## src/sv/assert_macros.svh

```systemverilog
// ----------------------------------------------------------------------------
// Assertion macros
// Shared concurrent assertion helpers for the sorted-set block.
// ----------------------------------------------------------------------------
`ifndef ASSERT_MACROS_SVH
`define ASSERT_MACROS_SVH

// Property must hold at every clock edge outside reset.
`define MES_ASSERT(lbl, clk, rst_n, prop) \
  lbl: assert property (@(posedge clk) disable iff (!rst_n) (prop)) \
    else $error("assertion failed");

// Condition must never be true outside reset.
`define MES_ASSERT_NEVER(lbl, clk, rst_n, cond) \
  lbl: assert property (@(posedge clk) disable iff (!rst_n) !(cond)) \
    else $error("forbidden condition seen");

`endif

```

## src/sv/mes_pkg.sv

```systemverilog
// ----------------------------------------------------------------------------
// mes_pkg
// Types and constants for the sorted-set median/min/max extractor.
// ----------------------------------------------------------------------------
package mes_pkg;

  localparam int unsigned CAPACITY = 64;
  localparam int unsigned IDX_W    = $clog2(CAPACITY);
  localparam int unsigned CNT_W    = $clog2(CAPACITY + 1);
  localparam int unsigned VAL_W    = 32;

  typedef enum logic [1:0] {
    CMD_INSERT = 2'd0,
    CMD_MIN    = 2'd1,
    CMD_MAX    = 2'd2,
    CMD_MEDIAN = 2'd3
  } cmd_e;

  typedef enum logic [1:0] {
    ST_OK    = 2'd0,
    ST_DUP   = 2'd1,
    ST_FULL  = 2'd2,
    ST_EMPTY = 2'd3
  } status_e;

  typedef struct packed {
    logic [1:0]              command;
    logic signed [VAL_W-1:0] value;
  } in_t;

  typedef struct packed {
    logic signed [VAL_W-1:0] result_value;
    logic [1:0]              status;
  } out_t;

  // Broadcast control from the controller to every cell
  typedef struct packed {
    logic                    ins;    // insert key at its sorted place
    logic                    ext;    // remove element at idx
    logic [IDX_W-1:0]        idx;    // element to remove / read out
    logic [CNT_W-1:0]        count;  // current number of held values
    logic signed [VAL_W-1:0] key;    // value offered by an insert
  } cell_ctrl_t;

endpackage

```

## src/sv/mes_cell.sv

```systemverilog
// ----------------------------------------------------------------------------
// mes_cell
// One slot of the sorted row: holds a value, compares it with the broadcast
// key and shifts right on insert or left on extract.
// ----------------------------------------------------------------------------
module mes_cell (
  input  logic                            clk_i,
  input  logic [mes_pkg::IDX_W-1:0]       pos_i,
  input  mes_pkg::cell_ctrl_t             ctrl_i,
  input  logic signed [mes_pkg::VAL_W-1:0] left_val_i,
  input  logic                            left_lt_i,
  input  logic signed [mes_pkg::VAL_W-1:0] right_val_i,
  output logic signed [mes_pkg::VAL_W-1:0] val_o,
  output logic                            lt_o,
  output logic                            eq_o,
  output logic signed [mes_pkg::VAL_W-1:0] tap_o
);

  logic signed [mes_pkg::VAL_W-1:0] val_q, val_d;
  logic                             occ;

  // Slot holds a live element when it lies below the fill count
  assign occ  = {1'b0, pos_i} < ctrl_i.count;
  assign lt_o = occ && (val_q < ctrl_i.key);
  assign eq_o = occ && (val_q == ctrl_i.key);

  // Read-out tap, OR-combined across the row
  assign tap_o = (occ && (pos_i == ctrl_i.idx)) ? val_q : '0;
  assign val_o = val_q;

  // Insert: smaller values stay, the first slot not holding a smaller value takes
  // the key, the rest take their left neighbor. Extract: slots from idx up pull right.
  always_comb begin
    val_d = val_q;
    if (ctrl_i.ins) begin
      if (!lt_o) begin
        val_d = left_lt_i ? ctrl_i.key : left_val_i;
      end
    end else if (ctrl_i.ext && (pos_i >= ctrl_i.idx)) begin
      val_d = right_val_i;
    end
  end

  always_ff @(posedge clk_i) begin
    val_q <= val_d;
  end

endmodule

```

## config.mk

```make
export PLATFORM = sky130hd
export DESIGN_NAME = mes_cell
export DESIGN_NICKNAME = d
export VERILOG_FILES = /design/src/sv/assert_macros.svh /design/src/sv/mes_pkg.sv /design/src/sv/mes_cell.sv
export SDC_FILE = /design/constraint.sdc
export NUM_CORES = 1
export LEC_CHECK = 0
export ABC_AREA = 1
export BUFFER_PORTS_ARGS = -buffer_cell sky130_fd_sc_hd__clkbuf_2
export CAP_MARGIN = 20
export CORE_MARGIN = 3
export CORE_UTILIZATION = 40
export CTS_CLUSTER_SIZE = 25
export DETAILED_ROUTE_END_ITERATION = 10
export HOLD_SLACK_MARGIN = 0.12
export PLACE_DENSITY = 0.78
export SYNTH_ARGS = -nofsm -noshare
export SYNTH_HDL_FRONTEND = slang
export SYNTH_SLANG_ARGS = --single-unit
```

## constraint.sdc

```tcl
create_clock -name clk_i -period 2.29 [get_ports clk_i]
set_input_delay 0.1145 -clock clk_i [delete_from_list [all_inputs] [get_ports clk_i]]
set_output_delay 0.1145 -clock clk_i [all_outputs]
set_load 0.1 [all_outputs]
```

==> Yosys cells after proc, flatten, opt, wreduce, memory -nomap -nowiden <==
Cells that the tools add are included.
{ "totals": {"ff_bits": 32, "in_bits": 119, "out_inout_bits": 66, "elab_cells": 18} }
{ "op_classes": {"order_cmp": 3, "eq_ne": 3, "n_mux": 5, "n_reduce_logical": 6} }
{ "op_table": {"columns": ["cell", "n"], "rows": [
  ["$mux 32", 5],
  ["$eq 32x32->1", 1],
  ["$lt 32x32->1", 1],
  ["$lt 6x7->1", 1],
  ["$eq 6x6->1", 1],
  ["$ge 6x6->1", 1],
  ["$logic_and 1x1->1", 4],
  ["$ne 2x2->1 const B", 1],
  ["$reduce_and 2->1", 1],
  ["$reduce_bool 2->1", 1]
]} }

==> Logic depth before layout (Yosys ltp) <==
{ "logic_depth": {"word_depth": 4, "mapped_depth": 17, "depth_no_buf": 17} }

==> Worst setup path before layout <==
No wires, ideal clock.
{ "synth_path": {"path_type": "reg-to-output", "startpoint": "reg val_q, in the netlist val_o[31]", "endpoint": "out eq_o", "arrival_time_ns": 4.610, "t_required_ns": 2.176, "slack_ns": -2.434, "path_stages_with_launch": 8, "path_cell_list": "edfxtp_1 -> ha_1 -> nand2_1 -> nor2_1 -> nand2_1 -> nor2_2 -> inv_1 -> nor4_1"} }
{ "synth_between": {"elab_chain_cells": 2} }
{ "synth_lines": {"columns": ["item", "line_no", "rtl"], "rows": [
  ["from (decl)", "mes_cell.sv:19", "logic signed [mes_pkg::VAL_W-1:0] val_q, val_d;"],
  ["from (signal assigned)", "mes_cell.sv:45", "val_q <= val_d;"],
  ["$eq 32x32->1", "mes_cell.sv:25", "assign eq_o = occ && (val_q == ctrl_i.key);"],
  ["$logic_and 1x1->1", "mes_cell.sv:25", null],
  ["to (decl)", "mes_cell.sv:15", "output logic eq_o,"]
]} }
No other way between the ends.

==> Final worst setup path <==
{ "layout_path": {"startpoint": "reg val_q, in the netlist val_o[21]", "endpoint": "out lt_o"} }
{ "layout_between": {"elab_chain_cells": 2} }
{ "layout_lines": {"columns": ["item", "line_no", "rtl"], "rows": [
  ["$lt 32x32->1", "mes_cell.sv:24", "assign lt_o = occ && (val_q < ctrl_i.key);"],
  ["$logic_and 1x1->1", "mes_cell.sv:24", null],
  ["to (decl)", "mes_cell.sv:14", "output logic lt_o,"]
]} }
No other way between the ends.

==> impl_metrics.csv <==
group,metric,value,unit
floorplanning,dieArea,8750,sq um
setup_path,critPathArrivalTime,2.12,ns
clock_tree,root_buffer,"clkbuf_8",
layout,area_delta_synth_final,72.16,%
synth,syn_inst,434,
layout,largest_register_ffs,32,
synth,dominantRegCellSynth,"edfxtp_1",
sta,post-route-worst-setup-slack,0.05247,ns
sta,setup_viol,0,
grt,antenna_found_initial,0,
power,total_power,0.002896,W
detailed_routing,drtPass1Iterations,5,
sta,finalSetupTns,0,ns
detailed_routing,wl_per_cell,15.12,microns
setup_path,crit_required,2.18,ns
setup_path,worst_setup_path_end_kind,"output port",
setup_path,critPathTopFamily,"simple AND/OR/NAND/NOR gates",
floorplanning,ios,185,
setup_path,critical_path_class,"reg2out",
power,peakVddDrop,0.2754,mV
setup_path,cpPeakStageDelay,0.43,ns
floorplanning,initial_core_util,0.4182,
detailed_routing,drt.antenna.violating_nets,0,
detailed_routing,wirelength,11.31,mm
sta,clock_skew,0.004664,ns
layout,seqCellArea,960.9,sq um
synth,syn_nets,596,
grt,globalRouteTotalUtil,0.2327,
grt,grt-ovfl-total,0,
sta,fmax,0.4469,GHz
setup_path,r2r-start,"val_o[21]$_DFFE_PP_",
clock_tree,cts_tree,"yes",
power,power.leakage,2.716,nW
layout,fill_cells,555,
job,cap_violations,0,
clock_tree,cts_buffers,5,
worst_hold_path,hold_start,"right_val_i[27]",
setup_path,crit_buf_inv,2,
grt,grt_pass1_vias,3647,
grt,grt_pass1_wl,16.25,mm
synth,synth-edff-count,32,
clock_tree,insertion_delay,0.28,ns
sta,maxSlewViolCount,0,
synth,ys_seq_elements,32,
sta,worst_pin_slew,0.5848,ns
setup_path,critPathLaunch,"val_o[21]$_DFFE_PP_",
floorplanning,fp.dieW,93.54,microns
synth,synth_cell_types,26,
floorplanning,core_area,7331,sq um
setup_path,start_kind,"flip-flop",
detailed_routing,num_vias,3708,
synth,synthArstFlopShare,0,
placement,gp_congestion,0.8405,
clock_tree,clock_path_buffers,2,
setup_path,cp_slowest_cell,"edfxtp_1",
sta,layout_worst_path_cycle_share,0.9771,
detailed_routing,vias_per_cell,4.957,
placement,port_buffers,184,
power,powerDensity,548.8,nW/um^2
setup_path,crit_path_cell_trace,"ha_4 > nand2_1 > nor2_2 > nand3b_1 > nor2_2 > nand2_2 > nand2_1 > nand2_2 > nand3_4 > clkinvlp_4 > buf_12",
worst_hold_path,min_path_type,"in2reg",
floorplanning,rows,31,
clock_tree,clk_pin_slew,0.06,ns
sta,period_needed,2.238,ns
layout,drive_gt1_frac,0.4545,
synth,avgSynthCellArea,7.063,sq um
grt,grt_start_max_net_pins,33,
setup_path,path_max_fanout,2,
clock_tree,h-tree-depth,2,
sta,finalHoldViolations,0,
layout,antenna_cells,0,
sta,slew_headroom,0.6118,
placement,dpl.hpwl,8.474,mm
layout,fin_nets,810,
run_status,status,"finished clean",
detailed_routing,drc,0,
detailed_routing,drt_iter0_markers,118,
floorplanning,die_h,93.54,microns
placement,preCtsSetupSlack,0.04489,ns
layout,multiInputGateArea,2031,sq um
synth,syn_area,3065,sq um
synth,synth_warnings,0,
clock_tree,clkSinkCount,32,
synth,seq_area_frac_synth,0.3135,
-- layer usage --
metal | share of wire | track usage | vias to the layer above
li1 | - | - | 1817
met1 | 0.36 | 0.2555 | 1684
met2 | 0.54 | 0.4419 | 181
met3 | 0.072 | 0.04183 | 26
met4 | 0.027 | 0.08424 | 0
met5 | 0 | 0 | -
-- Yosys cell counts (2+ instances only) --
| cell type | instances | share of area |
|---|---|---|
| o21ai_0 | 64 | 0.10 |
| o21a_1 | 2 | 0.0049 |
| edfxtp_1 | 32 | 0.31 |
| nand2_1 | 78 | 0.096 |
| nor2_2 | 11 | 0.022 |
| ha_1 | 43 | 0.18 |
| inv_1 | 87 | 0.11 |
| inv_2 | 2 | 0.0024 |
| nor2_1 | 64 | 0.078 |
| buf_6 | 2 | 0.0073 |
| nand3_1 | 5 | 0.0082 |
| a21oi_1 | 18 | 0.029 |
| o21ai_1 | 3 | 0.0049 |
| clkbuf_1 | 11 | 0.013 |
-- cells in the final DEF (no fill, tap or decap) --
| cell type | Yosys | final |
|---|---|---|
| clkbuf_2 | 0 | 150 |
| inv_1 | 87 | 86 |
| nand2_1 | 78 | 70 |
| o21ai_0 | 64 | 62 |
| nor2_1 | 64 | 39 |
| nor2_2 | 11 | 35 |
| buf_12 | 0 | 35 |
| edfxtp_1 | 32 | 32 |
| buf_4 | 0 | 31 |
| ha_1 | 43 | 29 |
| ha_4 | 0 | 14 |
| a21oi_1 | 18 | 9 |
| a21oi_2 | 0 | 9 |
| nand2_2 | 0 | 6 |
| dlygate4sd3_1 | 0 | 6 |
| o21ai_1 | 3 | 5 |
| clkbuf_8 | 0 | 5 |
| nand3_1 | 5 | 4 |
| inv_2 | 2 | 2 |
| nand2_4 | 1 | 2 |
| o21a_1 | 2 | 2 |
| clkbuf_1 | 11 | 2 |
| a211o_1 | 1 | 1 |
| a2bb2oi_1 | 1 | 1 |
| a21o_1 | 1 | 1 |
| nor2_4 | 0 | 1 |
| nand3b_1 | 1 | 1 |
| nand3_2 | 1 | 1 |
| nand3_4 | 0 | 1 |
| clkinvlp_4 | 0 | 1 |
| nand4_1 | 1 | 1 |
| nor4_4 | 0 | 1 |
| o221ai_1 | 1 | 1 |
| o211ai_1 | 1 | 1 |
| nand2_8 | 0 | 1 |
| clkinv_1 | 0 | 1 |
-- layout make-up --
cell class,count,area share
clock buffer,7,0.01446
clock inverter,1,0.0007112
inverter,89,0.06401
multi-input combinational,298,0.3848
sequential,32,0.1821
tap,99,0.02347
timing repair buffer,222,0.3305
-- cell families (layout without fill, tap and decap cells) --
| group | Yosys count | in the layout | synth area share |
|---|---|---|---|
| buffers and inverters | 104 | 319 | 0.1359 |
| and+or+nand+nor | 163 | 163 | 0.2180 |
| DFF | 32 | 32 | 0.3135 |
| adders and majority gates | 43 | 43 | 0.1755 |
| AOI/OAI and AO/OA | 92 | 92 | 0.1571 |
-- worst register-to-register path, stage by stage, from the launching register on --
cell	delay, ns
edfxtp_1	0.43
ha_4	0.30
nand2_1	0.07
nor2_2	0.14
nand3b_1	0.15
nor2_2	0.17
nand2_2	0.07
nand2_1	0.08
nand2_2	0.07
nand3_4	0.09
nand2_4	0.07
nand2_8	0.23
-- report_power, final --
part           switching [W]  internal (W)
Combinational        0.00116      0.000481
Sequential         0.0000748      0.000763
Clock               0.000211      0.000212
-- through the flow --
stage,hold slack [ns],util,instances,cell area (sq um)
6_report,0.1287,0.7199,748,5278
5_1_grt,0.1306,0.7199,748,5278
4_1_cts,0.1220,0.6646,723,4872
3_5_place_dp,0.4051,0.6441,708,4722
3_3_place_gp,0.3996,0.6441,708,4722
2_1_floorplan,0.3057,-,434,3192
-- worst paths after layout --
path,to,slack [ns],cells after the start
max,lt_o,0.05,11
max reg2reg,val_o[19]$_DFFE_PP_,0.09,11
min,val_o[27]$_DFFE_PP_,0.13,3
min reg2reg,val_o[1]$_DFFE_PP_,1.19,5
-- repair_timing --
action,in CTS,in global routing
hold endpoints to repair,6,0
pin swaps,0,15
setup endpoints to repair,1,33
hold buffers,6,0
gates resized for setup,1,33
setup buffers,1,25
gates cloned,0,0
Power figures use the tool's default switching activity.
